**src/sv/twdot_pkg.sv**
```systemverilog
`default_nettype none
package twdot_pkg;

  // Rows carried on the ports and rows actually accumulated
  localparam int IO_ROWS        = 4;
  localparam int ROWS_PER_TILE  = 4;
  localparam int BLOCK_ELEMENTS = 128;

  // Four 2-bit codes per packed byte, one activation per code
  localparam int LANES   = 4;
  localparam int CODE_W  = 2;
  localparam int WBYTE_W = LANES * CODE_W;
  localparam int ACT_W   = 8;

  // Lane partial: 3 * -128 * 4 = -1536 needs 12 bits signed
  localparam int PSUM_W = 12;
  localparam int ACC_W  = 32;

  typedef logic [WBYTE_W-1:0]          wbyte_t;
  typedef logic [LANES-1:0][ACT_W-1:0] act_vec_t;
  typedef logic signed [PSUM_W-1:0]    psum_t;
  typedef logic signed [ACC_W-1:0]     acc_t;

endpackage
`default_nettype wire

```
**src/sv/twdot_in_if.sv**
```systemverilog
`default_nettype none
interface twdot_in_if;
  logic                               valid;
  logic                               ready;
  logic        [twdot_pkg::WBYTE_W-1:0] weight_row0;
  logic        [twdot_pkg::WBYTE_W-1:0] weight_row1;
  logic        [twdot_pkg::WBYTE_W-1:0] weight_row2;
  logic        [twdot_pkg::WBYTE_W-1:0] weight_row3;
  logic signed [twdot_pkg::ACT_W-1:0]   act_0;
  logic signed [twdot_pkg::ACT_W-1:0]   act_1;
  logic signed [twdot_pkg::ACT_W-1:0]   act_2;
  logic signed [twdot_pkg::ACT_W-1:0]   act_3;
  logic                               last;

  modport source (
    output valid, weight_row0, weight_row1, weight_row2, weight_row3,
           act_0, act_1, act_2, act_3, last,
    input  ready
  );
  modport sink (
    input  valid, weight_row0, weight_row1, weight_row2, weight_row3,
           act_0, act_1, act_2, act_3, last,
    output ready
  );
endinterface
`default_nettype wire

```
**src/sv/twdot_out_if.sv**
```systemverilog
`default_nettype none
interface twdot_out_if;
  logic                              valid;
  logic                              ready;
  logic signed [twdot_pkg::ACC_W-1:0] sum_row0;
  logic signed [twdot_pkg::ACC_W-1:0] sum_row1;
  logic signed [twdot_pkg::ACC_W-1:0] sum_row2;
  logic signed [twdot_pkg::ACC_W-1:0] sum_row3;

  modport source (
    output valid, sum_row0, sum_row1, sum_row2, sum_row3,
    input  ready
  );
  modport sink (
    input  valid, sum_row0, sum_row1, sum_row2, sum_row3,
    output ready
  );
endinterface
`default_nettype wire

```
**src/sv/twdot_row_mac.sv**
```systemverilog
`default_nettype none
module twdot_row_mac (
  input  wire twdot_pkg::wbyte_t   weight,
  input  wire twdot_pkg::act_vec_t acts,
  output twdot_pkg::psum_t         psum
);

  // Bits 7:6 pair with lane 0, bits 1:0 with lane 3; code 3 is a plain times three
  always_comb begin
    twdot_pkg::psum_t code_s;
    twdot_pkg::psum_t act_s;
    twdot_pkg::psum_t total;
    total = '0;
    for (int j = 0; j < twdot_pkg::LANES; j++) begin
      code_s = twdot_pkg::PSUM_W'({1'b0,
               weight[twdot_pkg::CODE_W*(twdot_pkg::LANES-1-j) +: twdot_pkg::CODE_W]});
      act_s  = twdot_pkg::PSUM_W'(signed'(acts[j]));
      total  = total + code_s * act_s;
    end
    psum = total;
  end

endmodule
`default_nettype wire

```
**src/sv/ternary_weight_int8_dot_tile.sv**
```systemverilog
`default_nettype none
// Channel   Role    Payload                                         Transfers when
// in_ch     sink    weight_row0..3, act_0..3, last                  valid && ready
// out_ch    source  sum_row0..3                                     valid && ready
//
// One transaction per cycle in while in_ch.ready is high: input register, then the
// row MACs and 32-bit accumulate feed the result register, which captures the sum
// as the last item leaves the input register. Items without last never wait on the output side.
// A last item stalls in the input register only while a result is held unread.
// Synchronous reset clears valids and accumulators.
module ternary_weight_int8_dot_tile (
  input  wire            clk,
  input  wire            rst_n,
  twdot_in_if.sink       in_ch,
  twdot_out_if.source    out_ch
);

  localparam int ROWS = twdot_pkg::IO_ROWS;

  logic                    s1_valid_r;
  logic                    s1_last_r;
  twdot_pkg::wbyte_t       s1_weight_r [ROWS];
  twdot_pkg::act_vec_t     s1_act_r;

  twdot_pkg::acc_t         acc_r   [ROWS];
  twdot_pkg::acc_t         acc_nxt [ROWS];

  logic                    out_valid_r;
  twdot_pkg::acc_t         out_sum_r [ROWS];

  logic                    out_free;
  logic                    s1_adv;

  assign out_free    = !out_valid_r || out_ch.ready;
  assign s1_adv      = s1_valid_r && (!s1_last_r || out_free);
  assign in_ch.ready = !s1_valid_r || s1_adv;

  // Input register
  always_ff @(posedge clk) begin
    if (!rst_n) begin
      s1_valid_r <= 1'b0;
    end else if (in_ch.ready) begin
      s1_valid_r <= in_ch.valid;
    end
  end

  always_ff @(posedge clk) begin
    if (in_ch.valid && in_ch.ready) begin
      s1_last_r      <= in_ch.last;
      s1_weight_r[0] <= in_ch.weight_row0;
      s1_weight_r[1] <= in_ch.weight_row1;
      s1_weight_r[2] <= in_ch.weight_row2;
      s1_weight_r[3] <= in_ch.weight_row3;
      s1_act_r       <= {in_ch.act_3, in_ch.act_2, in_ch.act_1, in_ch.act_0};
    end
  end

  // Row MACs and accumulators; rows past the tile stay at zero
  for (genvar r = 0; r < ROWS; r++) begin : g_row
    if (r < twdot_pkg::ROWS_PER_TILE) begin : g_on
      twdot_pkg::psum_t psum;

      twdot_row_mac u_mac (
        .weight (s1_weight_r[r]),
        .acts   (s1_act_r),
        .psum   (psum)
      );

      assign acc_nxt[r] = acc_r[r] + twdot_pkg::ACC_W'(psum);

      always_ff @(posedge clk) begin
        if (!rst_n) begin
          acc_r[r] <= '0;
        end else if (s1_adv) begin
          acc_r[r] <= s1_last_r ? '0 : acc_nxt[r];
        end
      end
    end else begin : g_off
      assign acc_nxt[r] = '0;
      always_ff @(posedge clk) begin
        acc_r[r] <= '0;
      end
    end
  end

  // Result register
  always_ff @(posedge clk) begin
    if (!rst_n) begin
      out_valid_r <= 1'b0;
    end else if (s1_adv && s1_last_r) begin
      out_valid_r <= 1'b1;
    end else if (out_ch.ready) begin
      out_valid_r <= 1'b0;
    end
  end

  always_ff @(posedge clk) begin
    if (s1_adv && s1_last_r) begin
      for (int r = 0; r < ROWS; r++) begin
        out_sum_r[r] <= acc_nxt[r];
      end
    end
  end

  assign out_ch.valid    = out_valid_r;
  assign out_ch.sum_row0 = out_sum_r[0];
  assign out_ch.sum_row1 = out_sum_r[1];
  assign out_ch.sum_row2 = out_sum_r[2];
  assign out_ch.sum_row3 = out_sum_r[3];

  // A blocked last item must hold in the input register
  a_last_held: assert property (@(posedge clk) disable iff (!rst_n)
    (s1_valid_r && s1_last_r && !out_free) |=> (s1_valid_r && s1_last_r))
    else $error("last item dropped while result register full");

  // Accumulators restart from zero once a last item leaves the input register
  a_acc_clear: assert property (@(posedge clk) disable iff (!rst_n)
    (s1_adv && s1_last_r) |=> (acc_r[0] == '0))
    else $error("accumulator not cleared after last item");

  // A new result only comes from a last item leaving the input register
  a_out_src: assert property (@(posedge clk) disable iff (!rst_n)
    $rose(out_valid_r) |-> $past(s1_adv && s1_last_r))
    else $error("result appeared without a last item");

endmodule
`default_nettype wire

```
**src/flat_wrapper.sv**
```systemverilog
// flat-port wrapper written by rule: the top's interface ports become plain ports
module ternary_weight_int8_dot_tile_flat 
  (clk, rst_n, in_ch_valid, in_ch_weight_row0, in_ch_weight_row1, in_ch_weight_row2, in_ch_weight_row3, in_ch_act_0, in_ch_act_1, in_ch_act_2, in_ch_act_3, in_ch_last, in_ch_ready, out_ch_valid, out_ch_sum_row0, out_ch_sum_row1, out_ch_sum_row2, out_ch_sum_row3, out_ch_ready);
  twdot_in_if in_ch_i ();
  twdot_out_if out_ch_i ();
  input  wire clk;
  input  wire rst_n;
  input wire logic [$bits(in_ch_i.valid)-1:0] in_ch_valid;
  input wire logic [$bits(in_ch_i.weight_row0)-1:0] in_ch_weight_row0;
  input wire logic [$bits(in_ch_i.weight_row1)-1:0] in_ch_weight_row1;
  input wire logic [$bits(in_ch_i.weight_row2)-1:0] in_ch_weight_row2;
  input wire logic [$bits(in_ch_i.weight_row3)-1:0] in_ch_weight_row3;
  input wire logic [$bits(in_ch_i.act_0)-1:0] in_ch_act_0;
  input wire logic [$bits(in_ch_i.act_1)-1:0] in_ch_act_1;
  input wire logic [$bits(in_ch_i.act_2)-1:0] in_ch_act_2;
  input wire logic [$bits(in_ch_i.act_3)-1:0] in_ch_act_3;
  input wire logic [$bits(in_ch_i.last)-1:0] in_ch_last;
  output wire logic [$bits(in_ch_i.ready)-1:0] in_ch_ready;
  output wire logic [$bits(out_ch_i.valid)-1:0] out_ch_valid;
  output wire logic [$bits(out_ch_i.sum_row0)-1:0] out_ch_sum_row0;
  output wire logic [$bits(out_ch_i.sum_row1)-1:0] out_ch_sum_row1;
  output wire logic [$bits(out_ch_i.sum_row2)-1:0] out_ch_sum_row2;
  output wire logic [$bits(out_ch_i.sum_row3)-1:0] out_ch_sum_row3;
  input wire logic [$bits(out_ch_i.ready)-1:0] out_ch_ready;
  assign in_ch_i.valid = in_ch_valid;
  assign in_ch_i.weight_row0 = in_ch_weight_row0;
  assign in_ch_i.weight_row1 = in_ch_weight_row1;
  assign in_ch_i.weight_row2 = in_ch_weight_row2;
  assign in_ch_i.weight_row3 = in_ch_weight_row3;
  assign in_ch_i.act_0 = in_ch_act_0;
  assign in_ch_i.act_1 = in_ch_act_1;
  assign in_ch_i.act_2 = in_ch_act_2;
  assign in_ch_i.act_3 = in_ch_act_3;
  assign in_ch_i.last = in_ch_last;
  assign in_ch_ready = in_ch_i.ready;
  assign out_ch_valid = out_ch_i.valid;
  assign out_ch_sum_row0 = out_ch_i.sum_row0;
  assign out_ch_sum_row1 = out_ch_i.sum_row1;
  assign out_ch_sum_row2 = out_ch_i.sum_row2;
  assign out_ch_sum_row3 = out_ch_i.sum_row3;
  assign out_ch_i.ready = out_ch_ready;
  ternary_weight_int8_dot_tile u_core (.clk(clk), .rst_n(rst_n), .in_ch(in_ch_i), .out_ch(out_ch_i));
endmodule
```
**config.mk**
```make
export PLATFORM = sky130hd
export DESIGN_NAME = ternary_weight_int8_dot_tile_flat
export DESIGN_NICKNAME = d
export VERILOG_FILES = /design/src/sv/twdot_pkg.sv /design/src/sv/twdot_in_if.sv /design/src/sv/twdot_out_if.sv /design/src/sv/twdot_row_mac.sv /design/src/sv/ternary_weight_int8_dot_tile.sv /design/src/flat_wrapper.sv
export SDC_FILE = /design/constraint.sdc
export NUM_CORES = 1
export LEC_CHECK = 0
export BUFFER_PORTS_ARGS = -buffer_cell sky130_fd_sc_hd__buf_2
export CAP_MARGIN = 20
export CORE_UTILIZATION = 40
export DETAILED_ROUTE_END_ITERATION = 16
export GPL_TIMING_DRIVEN = 1
export HOLD_SLACK_MARGIN = 0.1
export PLACE_DENSITY = 0.6
export SETUP_SLACK_MARGIN = 0.05
export SYNTH_ARGS = -nofsm -noshare
export SYNTH_HDL_FRONTEND = slang
export SYNTH_SLANG_ARGS = --single-unit
```
**constraint.sdc**
```tcl
create_clock -name clk -period 11.76 [get_ports clk]
set_clock_uncertainty 0.15 [all_clocks]
set_input_delay 1.176 -clock clk [delete_from_list [all_inputs] [get_ports clk]]
set_output_delay 1.176 -clock clk [all_outputs]
set_load 0.02 [all_outputs]
```
==> flow_summary.json <==
{
  "mappedNetlistNets": 3261,
  "post_cts_buffers": 0,
  "finalMaxSlewViolations": 0,
  "postSynthCellCount": 2644,
  "syn2layout_area_growth_pct": 12.3,
  "syn_area_per_cell_um2": 10.8,
  "clockBufferDepth": 3,
  "rsz0062_at_grt": "false",
  "critPathKind": "reg2reg",
  "portBuffers": 198,
  "met1_length_mm": 31.9,
  "cp_num_buf_inv": 5,
  "antenna_left": 0,
  "drc_errors": 0,
  "yosys-top-cells-area": "edfxtp_1 (34%), fa_1 (15%), ha_1 (15%)",
  "synth_area_leader_cell": "edfxtp_1",
  "fp.dieH_um": 269,
  "cts.clk_slew.worst_paths_ns": 0.06,
  "yosys_warnings": 0,
  "grt_pass1_wl_mm": 113,
  "n_fill_cell": 6663,
  "wl_met2_mm": 35.0,
  "ctsHoldBuffers": 0,
  "vias": 19700,
  "firstDrtPassIters": 5,
  "fin_area_um2": 31900,
  "cts_tree": "yes",
  "crit_arrival_ns": 7.92,
  "status": "completed",
  "die_x_um": 269,
  "slowest_delay_ns": 0.77,
  "top_layer_used": "met5",
  "root_buffer": "clkbuf_16",
  "h-tree-depth": 2,
  "cts_resized": 0,
  "whs_ns": 0.437,
  "path_delay_family": "adder cells",
  "vias_per_cell": 5.15,
  "fin_crit_sh_pct": 65.9,
  "slowest_stage": "a21boi_0",
  "worstPathCellList": "and2_1, ha_1, inv_1, fa_1, inv_1, fa_1, fa_1, inv_1, fa_1, inv_1, ha_1, or4_1, o22a_1, a31oi_1, xnor2_2, buf_4, ha_1, a21oi_1, o21ai_0, a311oi_1, a21boi_0, o21ai_0, xor2_1",
  "fmax_mhz": 129,
  "layout-drive-gt1-share_pct": 10.7,
  "timing.setup.tns_ns": 0,
  "maxCapViolCount": 0,
  "synth-async-reset-ratio_pct": 0,
  "place_area_um2": 30500,
  "finalHoldViolCount": 0,
  "grtUsageTotal_pct": 20.2,
  "worstMarginPinSlew_ns": 1.01,
  "place_inst": 3741,
  "cts_sinks": 323,
  "multi_input_area_um2": 17400,
  "synth_top_flop_cell": "edfxtp_1",
  "routed_wirelength_mm": 71.8,
  "grt_max_degree": 97,
  "slew_headroom_pct": 32.4,
  "setup_viol_count_final": 0,
  "overflow": 0,
  "critical_path.endpoint_type": "flop",
  "start_util_pct": 40.5,
  "nets": 3462,
  "finalNonFillerCells": 3824,
  "dieArea_um2": 72100,
  "wl_per_cell_um": 18.8,
  "ff_latch_area_um2": 9680,
  "yosysUniqueCellTypes": 84,
  "cts_buffers": 42,
  "clk_latency_ns": 0.58,
  "first_iter_violations": 1023,
  "finalWeightedCongestion": 0.921,
  "crit_fanout": 24,
  "worstSetupStartpointType": "flop",
  "grt_pass1_vias": 20400,
  "io_pins": 199,
  "route.met3.wl_mm": 3.07,
  "antenna_found_initial": 13,
  "synth_edf_count": 321,
  "synth_top_area_share_pct": 33.9,
  "worst_hold_path_type": "reg2reg",
  "ys_ff_latch": 323,
  "netlist_area_um2": 28400,
  "ys_seq_area_share_pct": 34.0,
  "finalCriticalPeriod_ns": 7.76,
  "dp_hpwl_mm": 56.2,
  "coreArea_um2": 70100,
  "rows": 97,
  "cp_data_required_time_ns": 11.93
}
[cell usage after synthesis (5+ instances only)]
cell and count:
nor3_1 21, xnor2_1 94, or3_1 9, nand4_1 22, a211oi_1 24, a31oi_1 18, a2111oi_0 5, a21oi_1 143
xor2_1 62, nor4_1 7, o21ai_0 75, clkbuf_1 46, nand3_1 27, ha_1 336, o2111ai_1 5, a311oi_1 6
a21boi_0 8, a211o_1 6, nor2b_1 16, o211ai_1 17, o21a_1 26, fa_1 212, and3_1 17, o31ai_1 5
mux2i_1 14, inv_1 337, nand2b_1 22, o21bai_1 18, o31a_1 5, a21o_1 68, nand2_1 117, and2_1 367
nor2_1 83, edfxtp_1 321
[cells in the final DEF (no fill, tap or decap), drive strengths merged, types with 14 or more instances in the layout]
cell,Yosys,routed
nand4,23,23
mux2i,14,14
nor2b,16,16
o21bai,18,18
a21oi,144,144
and3,17,17
o21a,26,26
xnor2,94,94
o211ai,19,19
o21ai,80,80
clkinv,0,14
edfxtp,321,321
ha,336,336
a211oi,24,24
clkbuf,46,52
buf,5,208
and2,367,367
nand3,27,27
nand2,117,117
nor2,83,83
nor3,21,21
a21o,68,68
fa,212,212
inv,337,339
nand2b,22,22
a31oi,19,19
xor2,62,62
[stage by stage]
step / util (%) / setup WS, ns
after detailed placement: 43.5 / 3.96
after global placement: 43.5 / 4.06
final: 45.5 / 4.00
after global routing: 45.5 / 3.55
after floorplan: - / 4.36
after CTS: 45.5 / 3.94
[area by class of cell]
cell class                      instances  share of cell area (%)
Antenna cell                            5                  0.0392
Tap cell                              940                    3.68
Sequential cell                       323                    30.3
Clock inverter                         26                   0.874
Inverter                              337                    3.96
Multi-Input combinational cell       1933                    54.3
Timing Repair Buffer                  208                    3.34
Clock buffer                           52                    3.47
[flip-flops by register name, indices dropped and copies added (netlist names)]
register / flops
u_core.acc_r: 128
u_core.out_sum_r: 128
u_core.s1_act_r: 32
u_core.s1_weight_r: 32
u_core.out_ch.valid: 1
u_core.s1_last_r: 1
u_core.s1_valid_r: 1
[worst paths after layout]
kind / slack [ns] / to / start / depth (start not counted)
worst max-delay path: 4.00 / u_core.out_sum_r[3][24] / u_core.s1_act_r[31] / 23
worst min-delay path: 0.44 / u_core.out_sum_r[1][0] / u_core.acc_r[0][32] / 1
worst min register to register: 0.44 / u_core.out_sum_r[1][0] / u_core.acc_r[0][32] / 1
worst max register to register: 4.00 / u_core.out_sum_r[3][24] / u_core.s1_act_r[31] / 23
[metal layers]
metal  up-vias  GRT usage [%]
met2       417           34.2
met4        18           5.30
met3       108           3.22
met5         -              0
li1       9557              -
met1      9604           26.9
[cell families (layout without fill, tap and decap cells)]
group,count (synthesis),count (layout),synth area share (%)
AO/OA/AOI/OAI,481,481,11.3
multiplexers,15,15,0.546
XOR/XNOR,159,159,5.05
AND/OR/NAND/NOR,730,730,14.2
other,0,5,0
adder cells (fa/ha/maj),548,548,29.7
flip-flops,323,323,34.0
buffers and inverters,388,623,5.14
Power is left out: the tool's default activity adds up to more than one toggle a clock period on the data nets, which glitch-free logic cannot reach.
